==> src/design/kkh_pkg.sv <==
// kkh_pkg: shared types and constants of the keypad key hold tracker.
// Holds the request, response and command types and the slot table sizes.
// No dependencies.
package kkh_pkg;

   // Slot table and report sizes
   localparam int SLOTS        = 8;
   localparam int REPORT_LIMIT = 8;
   localparam int LIMIT        = (REPORT_LIMIT < SLOTS) ? REPORT_LIMIT : SLOTS;
   localparam int SLOT_W       = (SLOTS > 1) ? $clog2(SLOTS) : 1;
   localparam int CNT_W        = $clog2(SLOTS + 1);
   localparam int RPT_W        = $clog2(LIMIT + 1);

   // Command queue between front and back
   localparam int QUEUE_DEPTH  = 4;
   localparam int QPTR_W       = $clog2(QUEUE_DEPTH);
   localparam int QCNT_W       = $clog2(QUEUE_DEPTH + 1);

   // Request kinds
   localparam logic FUNC_EVENT = 1'b0;
   localparam logic FUNC_POLL  = 1'b1;

   // Key phases as reported
   localparam logic [1:0] PH_PRESSED  = 2'd0;
   localparam logic [1:0] PH_HELD     = 2'd1;
   localparam logic [1:0] PH_RELEASED = 2'd2;
   localparam logic [1:0] PH_REL_HELD = 2'd3;

   // Register indexes
   localparam logic CSR_LONG_PRESS = 1'b0;
   localparam logic CSR_KEYPAD_ID  = 1'b1;

   typedef struct packed {
      logic        func;
      logic [7:0]  key_code;
      logic        pressed;
      logic [31:0] now_ms;
   } req_type;

   typedef struct packed {
      logic [7:0] report_id;
      logic [7:0] report_key;
      logic [1:0] key_state;
      logic       last;
   } rsp_type;

   typedef struct packed {
      logic [15:0] hold_limit;
      logic [7:0]  keypad_id;
   } cfg_type;

   typedef enum logic [1:0] {
      CMD_PRESS,
      CMD_RELEASE,
      CMD_POLL
   } cmd_op_type;

   typedef struct packed {
      cmd_op_type  op;
      logic [7:0]  key;
      logic [31:0] now_ms;
   } cmd_type;

   // Queue status seen by the front and back
   typedef struct packed {
      logic full;
      logic empty;
   } queue_status_type;

endpackage

==> src/design/kkh_front.sv <==
// kkh_front: accepts requests, classifies them and drops raw events over
// the per-poll limit. Pushes commands into the queue. Uses kkh_pkg.
module kkh_front (
   input  logic                      clock,
   input  logic                      reset,
   input  logic                      req_valid,
   output logic                      req_stall,
   input  kkh_pkg::req_type          req_data,
   input  kkh_pkg::queue_status_type q_status,
   output logic                      push,
   output kkh_pkg::cmd_type          push_cmd
);

   logic [kkh_pkg::CNT_W-1:0] events_ff, events_in;
   logic                      accept;
   logic                      room;

   assign req_stall = q_status.full;
   assign accept    = req_valid && !q_status.full;
   assign room      = events_ff < kkh_pkg::CNT_W'(kkh_pkg::SLOTS);

   // Classify the request
   always_comb begin
      push_cmd.key    = req_data.key_code;
      push_cmd.now_ms = req_data.now_ms;
      if (req_data.func == kkh_pkg::FUNC_POLL) begin
         push_cmd.op = kkh_pkg::CMD_POLL;
      end else if (req_data.pressed) begin
         push_cmd.op = kkh_pkg::CMD_PRESS;
      end else begin
         push_cmd.op = kkh_pkg::CMD_RELEASE;
      end
   end

   assign push = accept && ((req_data.func == kkh_pkg::FUNC_POLL) || room);

   // Raw events since the last poll
   always_comb begin
      events_in = events_ff;
      if (accept) begin
         if (req_data.func == kkh_pkg::FUNC_POLL) begin
            events_in = '0;
         end else if (room) begin
            events_in = events_ff + kkh_pkg::CNT_W'(1);
         end
      end
   end

   always_ff @(posedge clock) begin
      if (reset) begin
         events_ff <= '0;
      end else begin
         events_ff <= events_in;
      end
   end

endmodule

==> src/design/kkh_queue.sv <==
// kkh_queue: short command queue between front and back.
// Register array with head and tail pointers. Uses kkh_pkg.
module kkh_queue (
   input  logic                      clock,
   input  logic                      reset,
   input  logic                      push,
   input  kkh_pkg::cmd_type          push_cmd,
   input  logic                      pop,
   output kkh_pkg::cmd_type          head_cmd,
   output kkh_pkg::queue_status_type status
);

   kkh_pkg::cmd_type           entry_ff [kkh_pkg::QUEUE_DEPTH];
   logic [kkh_pkg::QPTR_W-1:0] head_ff, head_in;
   logic [kkh_pkg::QPTR_W-1:0] tail_ff, tail_in;
   logic [kkh_pkg::QCNT_W-1:0] count_ff, count_in;
   logic                       do_push, do_pop;

   assign status.full  = count_ff == kkh_pkg::QCNT_W'(kkh_pkg::QUEUE_DEPTH);
   assign status.empty = count_ff == '0;
   assign head_cmd     = entry_ff[head_ff];
   assign do_push      = push && !status.full;
   assign do_pop       = pop && !status.empty;

   // Pointer and count update
   always_comb begin
      head_in  = do_pop  ? head_ff + kkh_pkg::QPTR_W'(1) : head_ff;
      tail_in  = do_push ? tail_ff + kkh_pkg::QPTR_W'(1) : tail_ff;
      count_in = count_ff;
      if (do_push && !do_pop) begin
         count_in = count_ff + kkh_pkg::QCNT_W'(1);
      end else if (do_pop && !do_push) begin
         count_in = count_ff - kkh_pkg::QCNT_W'(1);
      end
   end

   always_ff @(posedge clock) begin
      if (reset) begin
         head_ff  <= '0;
         tail_ff  <= '0;
         count_ff <= '0;
      end else begin
         head_ff  <= head_in;
         tail_ff  <= tail_in;
         count_ff <= count_in;
      end
   end

   // Payload storage, no reset
   always_ff @(posedge clock) begin
      if (do_push) begin
         entry_ff[tail_ff] <= push_cmd;
      end
   end

endmodule

==> src/design/kkh_back.sv <==
// kkh_back: slot table and poll sequencer. Applies releases, queues presses,
// scans slots one per cycle on a poll unless a report is held by a response
// stall, then applies queued presses. Drives the response register. Uses kkh_pkg.
module kkh_back (
   input  logic                      clock,
   input  logic                      reset,
   input  kkh_pkg::cfg_type          cfg,
   input  kkh_pkg::queue_status_type q_status,
   input  kkh_pkg::cmd_type          head_cmd,
   output logic                      pop,
   output logic                      rsp_valid,
   input  logic                      rsp_stall,
   output kkh_pkg::rsp_type          rsp_data
);

   typedef enum logic [1:0] {
      ST_IDLE,
      ST_SCAN,
      ST_APPLY
   } state_type;

   localparam int SLOTS = kkh_pkg::SLOTS;
   localparam int SW    = kkh_pkg::SLOT_W;
   localparam int CW    = kkh_pkg::CNT_W;
   localparam int RW    = kkh_pkg::RPT_W;

   state_type        state_ff, state_in;
   logic             active_ff [SLOTS];
   logic             active_in [SLOTS];
   logic [7:0]       key_ff    [SLOTS];
   logic [7:0]       key_in    [SLOTS];
   logic [1:0]       phase_ff  [SLOTS];
   logic [1:0]       phase_in  [SLOTS];
   logic [31:0]      down_ff   [SLOTS];
   logic [31:0]      down_in   [SLOTS];
   logic [7:0]       qkey_ff   [SLOTS];
   logic [CW-1:0]    qcnt_ff, qcnt_in;
   logic [SW-1:0]    idx_ff, idx_in;
   logic [RW-1:0]    rpt_ff, rpt_in;
   logic [31:0]      now_ff, now_in;
   logic             rsp_valid_ff, rsp_valid_in;
   kkh_pkg::rsp_type rsp_data_ff, rsp_data_in;

   logic             out_free;
   logic             qkey_we;
   logic [7:0]       qkey_wdata;
   logic [31:0]      age;
   logic [1:0]       phase_eff;
   logic             any_above;
   logic             emit;
   logic             advance;
   logic [7:0]       apply_key;
   logic             match_hit, free_hit;
   logic [SW-1:0]    match_idx, free_idx;
   logic [7:0]       find_key;

   assign out_free  = !rsp_valid_ff || !rsp_stall;
   assign rsp_valid = rsp_valid_ff;
   assign rsp_data  = rsp_data_ff;
   assign pop       = (state_ff == ST_IDLE) && !q_status.empty;

   // Current scan slot: hold test and remaining active slots above it
   always_comb begin
      age       = now_ff - down_ff[idx_ff];
      phase_eff = phase_ff[idx_ff];
      if (phase_ff[idx_ff] == kkh_pkg::PH_PRESSED && age >= {16'd0, cfg.hold_limit}) begin
         phase_eff = kkh_pkg::PH_HELD;
      end
      any_above = 1'b0;
      for (int j = 0; j < SLOTS; j++) begin
         if (SW'(j) > idx_ff && active_ff[j]) begin
            any_above = 1'b1;
         end
      end
   end

   // Key lookup: first active slot with the key, first free slot
   assign apply_key = qkey_ff[idx_ff];
   assign find_key  = (state_ff == ST_APPLY) ? apply_key : head_cmd.key;

   always_comb begin
      match_hit = 1'b0;
      match_idx = '0;
      free_hit  = 1'b0;
      free_idx  = '0;
      for (int j = SLOTS - 1; j >= 0; j--) begin
         if (active_ff[j] && key_ff[j] == find_key) begin
            match_hit = 1'b1;
            match_idx = SW'(j);
         end
         if (!active_ff[j]) begin
            free_hit = 1'b1;
            free_idx = SW'(j);
         end
      end
   end

   assign emit    = (state_ff == ST_SCAN) && active_ff[idx_ff] &&
                    (rpt_ff < RW'(kkh_pkg::LIMIT));
   assign advance = !emit || out_free;

   // Sequencer and slot table next state
   always_comb begin
      state_in     = state_ff;
      active_in    = active_ff;
      key_in       = key_ff;
      phase_in     = phase_ff;
      down_in      = down_ff;
      qcnt_in      = qcnt_ff;
      idx_in       = idx_ff;
      rpt_in       = rpt_ff;
      now_in       = now_ff;
      rsp_valid_in = rsp_valid_ff && rsp_stall;
      rsp_data_in  = rsp_data_ff;
      qkey_we      = 1'b0;
      qkey_wdata   = head_cmd.key;

      case (state_ff)
         ST_IDLE: begin
            if (pop) begin
               case (head_cmd.op)
                  kkh_pkg::CMD_PRESS: begin
                     qkey_we = 1'b1;
                     qcnt_in = qcnt_ff + CW'(1);
                  end
                  kkh_pkg::CMD_RELEASE: begin
                     if (match_hit) begin
                        phase_in[match_idx] = (phase_ff[match_idx] == kkh_pkg::PH_HELD) ?
                                              kkh_pkg::PH_REL_HELD : kkh_pkg::PH_RELEASED;
                     end
                  end
                  kkh_pkg::CMD_POLL: begin
                     now_in   = head_cmd.now_ms;
                     idx_in   = '0;
                     rpt_in   = '0;
                     state_in = ST_SCAN;
                  end
                  default: begin
                  end
               endcase
            end
         end

         ST_SCAN: begin
            if (advance) begin
               if (emit) begin
                  rsp_valid_in           = 1'b1;
                  rsp_data_in.report_id  = cfg.keypad_id;
                  rsp_data_in.report_key = key_ff[idx_ff];
                  rsp_data_in.key_state  = phase_eff;
                  rsp_data_in.last       = (rpt_ff + RW'(1) == RW'(kkh_pkg::LIMIT)) ||
                                           !any_above;
                  rpt_in                 = rpt_ff + RW'(1);
               end
               if (active_ff[idx_ff]) begin
                  if (phase_eff inside {kkh_pkg::PH_RELEASED, kkh_pkg::PH_REL_HELD}) begin
                     active_in[idx_ff] = 1'b0;
                     phase_in[idx_ff]  = kkh_pkg::PH_PRESSED;
                  end else begin
                     phase_in[idx_ff]  = phase_eff;
                  end
               end
               if (idx_ff == SW'(SLOTS - 1)) begin
                  idx_in   = '0;
                  state_in = (qcnt_ff != '0) ? ST_APPLY : ST_IDLE;
               end else begin
                  idx_in = idx_ff + SW'(1);
               end
            end
         end

         ST_APPLY: begin
            // One queued press per cycle
            if (match_hit) begin
               phase_in[match_idx] = kkh_pkg::PH_PRESSED;
               down_in[match_idx]  = now_ff;
            end else if (free_hit) begin
               active_in[free_idx] = 1'b1;
               key_in[free_idx]    = apply_key;
               phase_in[free_idx]  = kkh_pkg::PH_PRESSED;
               down_in[free_idx]   = now_ff;
            end
            if (CW'(idx_ff) + CW'(1) == qcnt_ff) begin
               qcnt_in  = '0;
               idx_in   = '0;
               state_in = ST_IDLE;
            end else begin
               idx_in = idx_ff + SW'(1);
            end
         end

         default: begin
            state_in = ST_IDLE;
         end
      endcase
   end

   // State, slot table and response register; payload registers carry no reset
   always_ff @(posedge clock) begin
      if (reset) begin
         state_ff     <= ST_IDLE;
         qcnt_ff      <= '0;
         idx_ff       <= '0;
         rpt_ff       <= '0;
         rsp_valid_ff <= 1'b0;
         for (int j = 0; j < SLOTS; j++) begin
            active_ff[j] <= 1'b0;
            key_ff[j]    <= '0;
            phase_ff[j]  <= kkh_pkg::PH_PRESSED;
            down_ff[j]   <= '0;
         end
      end else begin
         state_ff     <= state_in;
         qcnt_ff      <= qcnt_in;
         idx_ff       <= idx_in;
         rpt_ff       <= rpt_in;
         rsp_valid_ff <= rsp_valid_in;
         active_ff    <= active_in;
         key_ff       <= key_in;
         phase_ff     <= phase_in;
         down_ff      <= down_in;
      end
      now_ff      <= now_in;
      rsp_data_ff <= rsp_data_in;
   end

   // Queued press keys, no reset
   always_ff @(posedge clock) begin
      if (qkey_we) begin
         qkey_ff[qcnt_ff[SW-1:0]] <= qkey_wdata;
      end
   end

endmodule

==> src/design/keypad_key_hold_tracker.sv <==
// keypad_key_hold_tracker: top level, holds the configuration registers.
// A raw event is queued on accept and popped by the back when idle; a release is applied then,
// a press waits for the next poll. A poll is popped, then scans one slot per cycle unless a report
// is held by a response stall, then applies queued presses one per cycle; reports are registered.
// Synchronous reset clears the slot table, counters and queue at once; config gets 1000 and 0.
// Depends on kkh_pkg, kkh_front, kkh_queue, kkh_back.
module keypad_key_hold_tracker (
   input  logic             clock,
   input  logic             reset,
   input  logic             req_valid,
   output logic             req_stall,
   input  kkh_pkg::req_type req_data,
   output logic             rsp_valid,
   input  logic             rsp_stall,
   output kkh_pkg::rsp_type rsp_data,
   input  logic             csr_we,
   input  logic             csr_index,
   input  logic [15:0]      csr_wdata
);

   kkh_pkg::cfg_type          cfg_ff, cfg_in;
   kkh_pkg::queue_status_type q_status;
   kkh_pkg::cmd_type          push_cmd, head_cmd;
   logic                      push, pop;

   // Configuration registers
   always_comb begin
      cfg_in = cfg_ff;
      if (csr_we) begin
         case (csr_index)
            kkh_pkg::CSR_LONG_PRESS: cfg_in.hold_limit = csr_wdata;
            kkh_pkg::CSR_KEYPAD_ID:  cfg_in.keypad_id  = csr_wdata[7:0];
            default: begin
            end
         endcase
      end
   end

   always_ff @(posedge clock) begin
      if (reset) begin
         cfg_ff.hold_limit <= 16'd1000;
         cfg_ff.keypad_id  <= 8'd0;
      end else begin
         cfg_ff <= cfg_in;
      end
   end

   kkh_front u_front (
      .clock     (clock),
      .reset     (reset),
      .req_valid (req_valid),
      .req_stall (req_stall),
      .req_data  (req_data),
      .q_status  (q_status),
      .push      (push),
      .push_cmd  (push_cmd)
   );

   kkh_queue u_queue (
      .clock    (clock),
      .reset    (reset),
      .push     (push),
      .push_cmd (push_cmd),
      .pop      (pop),
      .head_cmd (head_cmd),
      .status   (q_status)
   );

   kkh_back u_back (
      .clock     (clock),
      .reset     (reset),
      .cfg       (cfg_ff),
      .q_status  (q_status),
      .head_cmd  (head_cmd),
      .pop       (pop),
      .rsp_valid (rsp_valid),
      .rsp_stall (rsp_stall),
      .rsp_data  (rsp_data)
   );

endmodule

==> config.mk <==
export PLATFORM = sky130hd
export DESIGN_NAME = keypad_key_hold_tracker
export DESIGN_NICKNAME = d
export VERILOG_FILES = /design/src/design/kkh_pkg.sv /design/src/design/kkh_front.sv /design/src/design/kkh_queue.sv /design/src/design/kkh_back.sv /design/src/design/keypad_key_hold_tracker.sv
export SDC_FILE = /design/constraint.sdc
export NUM_CORES = 1
export LEC_CHECK = 0
export ABC_CLOCK_PERIOD_IN_PS = 7000
export BUFFER_PORTS_ARGS = -buffer_cell sky130_fd_sc_hd__buf_2
export CORE_MARGIN = 1.5
export CORE_UTILIZATION = 55
export DETAILED_ROUTE_END_ITERATION = 7
export HOLD_SLACK_MARGIN = 0.08
export PLACE_DENSITY = 0.72
export SYNTH_ARGS = -nofsm -noshare
export SYNTH_HDL_FRONTEND = slang
export SYNTH_SLANG_ARGS = --single-unit
==> constraint.sdc <==
create_clock -name clock -period 7 [get_ports clock]
set_input_delay 1.4 -clock clock [delete_from_list [all_inputs] [get_ports clock]]
set_output_delay 1.4 -clock clock [all_outputs]
set_load 0.1 [all_outputs]
==> results.tsv <==
stage	metric	value	unit
global_route	pin count of the biggest net entering global routing	245	
yosys	Synth cell types	106	
cells_and_area	final core occ	61.9	%
power_and_ir_drop	Power, Total	10.8	mW
clock_network	H-tree depth	3	
critical_path	slowest CP cell	dfxtp_2	
cells_and_area	Final Instance Area	35800	um2
route	DRC viols	0	
yosys	Post-Syn Instances	3041	
critical_path	Slowest Stage Delay on Critical Path	0.48	ns
clock_network	Clock Path Buffers	3	
route	DR vias/cell	6.44	
yosys	Synth Register Bits	681	
yosys	syn nets	3171	
yosys	Synth Area per Inst	10.6	um2
clock_network	Clock Latency Late Sink	0.65	ns
timing	Period Utilization, post-route	92.6	%
yosys	Ys Warns	0	
yosys	Yosys top cell area share	26.4	%
timing	final hold viol count	0	
cells_and_area	multi-input logic area	14600	um2
critical_path	Setup Crit Path Kind	reg2reg	
clock_network	TritonCTS clock tree	built	
yosys	EDFF count, synth	283	
timing	max-slew violations	0	
timing	Fmax achieved	154	MHz
yosys	post-synthesis sequential area ratio	51.2	%
floorplanning	Die H	245	um
hold_path	worst hold path class	reg2reg	
yosys	synthesized area	32200	um2
floorplanning	die width	245	um
route	antenna viol nets, final	0	
critical_path	Worst Path Arrival	7.01	ns
job	max-cap viol count	0	
floorplanning	row count	88	
floorplanning	initial core utilization	55.7	%
critical_path	cell family with most CP delay	compound AO/OA/AOI/OAI gates	
timing	Final setup viols	0	
global_route	initial antenna violation count	1	
yosys	Synth area leader	edfxtp_1	
timing	fin crit period	6.48	ns
critical_path	crit end category	flop	
route	Vias	24900	
run_status	outcome	finished clean	
global_route	Tot GR Track Use	31.3	%
yosys	ys flop type	dfxtp_1	
timing	Tightest Pin Transition	1.25	ns
cells_and_area	Cell Count, Final, Fillers Out	3869	
place	Setup WS pre-CTS	0.310	ns
place	placed cells	3726	
critical_path	Worst EP required	7.53	ns
global_route	grt ovf	0	
global_route	first-pass GRT wire length	145000	um
route	first-pass detailed-route iteration total	5	
route	DR WL/cell	24.5	um
floorplanning	I/O Pins	85	
place	GPL Wtd Cong	0.987	
cells_and_area	ant diodes	0	
cells_and_area	area grow syn2layout	11.1	%
timing	relative slew slack	16.0	%
cells_and_area	fillers	4563	
clock_network	Root Driver	clkbuf_16	
power_and_ir_drop	Cell Pwr Density	301	nW/um2
yosys	list of most frequent post-synthesis cells	dfxtp_1, nor2_1, edfxtp_1	
route	DRT iter0 DRCs	2573	
yosys	Area contributors post-synth	edfxtp_1, dfxtp_1, mux2i_1, nor2_1, a22oi_1	
place	dpl hpwl	62900	um
place	Port Buffers	84	
floorplanning	Core ar.	57800	um2
cells_and_area	fin nets	3174	
power_and_ir_drop	Leak Pwr	12.6	nW
floorplanning	die area	60000	um2
cells_and_area	register area	16500	um2
timing	Hold Slack	0.430	ns
cells_and_area	share of cells above drive strength 1	12.7	%
clock_network	CTS buffer count	72	
global_route	vias in the first global route	24100	
timing	Final WS setup	0.521	ns
clock_network	# hold bufs at CTS	0	
critical_path	worst-path maximum fanout	22	
yosys	top-count cell post-synth	dfxtp_1	
critical_path	crit path buf inv count	4	
route	Post-Route WL	94600	um
clock_network	clk sinks	681	
timing	Fin Clk Skew	0.0478	ns
yosys	asr flop ratio synth	0	%
timing	setup_tns	0	ns
timing	RSZ-0062 raised after global routing	no	
critical_path	crit start category	flop	
clock_network	Clock Pin Slew Worst Setup and Hold Paths	0.06	ns
place	DP Area	33200	um2
power_and_ir_drop	Worst IR Drop VDD	0.334	mV
[repair_timing]
action | CTS | global route
endpoints found under the setup margin | 0 | 9
buffers inserted | 0 | 9
resized for setup | 0 | 8
[metal layers]
layer | vias to the layer above | routed length, um | GRT usage (%)
li1 | 11200 | - | -
met3 | 189 | 8730 | 5.75
met5 | - | 0 | 0
met2 | 1263 | 41100 | 46.8
met1 | 12300 | 42100 | 46.1
met4 | 0 | 2650 | 9.73
[logic make-up (layout without fill, tap and decap cells)]
group	Yosys count	count (layout)	share of synthesized area, %
compound gates	644	644	13.8
xor+xnor	102	102	2.78
fa+ha+maj	66	66	2.61
buf+inv	287	350	3.99
flops	681	681	51.2
mux	327	327	11.9
simple gates	934	934	13.7
[placed cells by master, fill, tap and decap left out, types with 9 or more instances in the layout]
cell / n
xor2_1: 36
clkbuf_16: 73
and4_1: 30
a211oi_1: 13
clkbuf_1: 19
nand2_1: 230
clkinv_2: 15
a31oi_1: 11
or3_1: 12
a221oi_1: 13
a21oi_1: 180
nand3_1: 101
nand2b_1: 16
edfxtp_1: 283
dfxtp_1: 394
a22o_1: 20
nor2b_1: 11
o31ai_1: 11
and3_1: 14
ha_1: 63
a22oi_1: 166
clkbuf_8: 11
a21o_1: 18
mux4_2: 43
mux2i_1: 273
o21a_1: 15
xnor2_1: 66
nor2_1: 337
nor4_1: 13
o211ai_1: 9
and2_1: 16
buf_4: 59
o21ai_0: 66
inv_1: 61
nor3_1: 51
buf_12: 9
nand4_1: 29
buf_2: 83
[cell type report]
type / instances / share of cell area (%)
Sequential cell: 681 / 46.1
Clock inverter: 31 / 1.14
Tap cell: 765 / 2.68
Clock buffer: 103 / 5.73
Inverter: 64 / 0.682
Multi-Input combinational cell: 2073 / 40.8
Timing Repair Buffer: 152 / 2.95
[sequential cells by signal, summed over array words and instances, names as in the netlist, 8 cells and up, named ones only]
signal and cells:
u_back.rsp_data 19, cfg_ff 24, u_back.down_ff 256, u_back.qkey_ff 64, u_back.active_ff 8, u_back.phase_ff 16
u_queue.entry_ff 168, u_back.key_ff 64, u_back.now_ff 32
[worst register-to-register path, delay by kind of cell, from the launching register on]
family	cells	cell delay, ns
AOI/OAI and AO/OA	12	2.41
xor gates and xnor gates	1	0.16
adders and majority gates	3	0.75
buffers and inverters	4	0.87
DFF	1	0.48
and+or+nand+nor	10	1.75
[power by group]
group	internal, mW	total (mW)	switching (mW)
Clock	2.23	3.90	1.67
Combinational	0.818	2.17	1.35
Sequential	4.45	4.71	0.261
[path summary, 6_finish.rpt]
check	from	endpoint	slack (ns)	depth (start not counted)
worst max-delay path	u_back.idx_ff[0]	u_back.phase_ff[8]	0.52	30
worst min-delay path	cfg_ff[1]	u_back.rsp_data[12]	0.43	0
worst max register to register	u_back.idx_ff[0]	u_back.phase_ff[8]	0.52	30
worst min register to register	cfg_ff[1]	u_back.rsp_data[12]	0.43	0
Power figures use the tool's default switching activity.
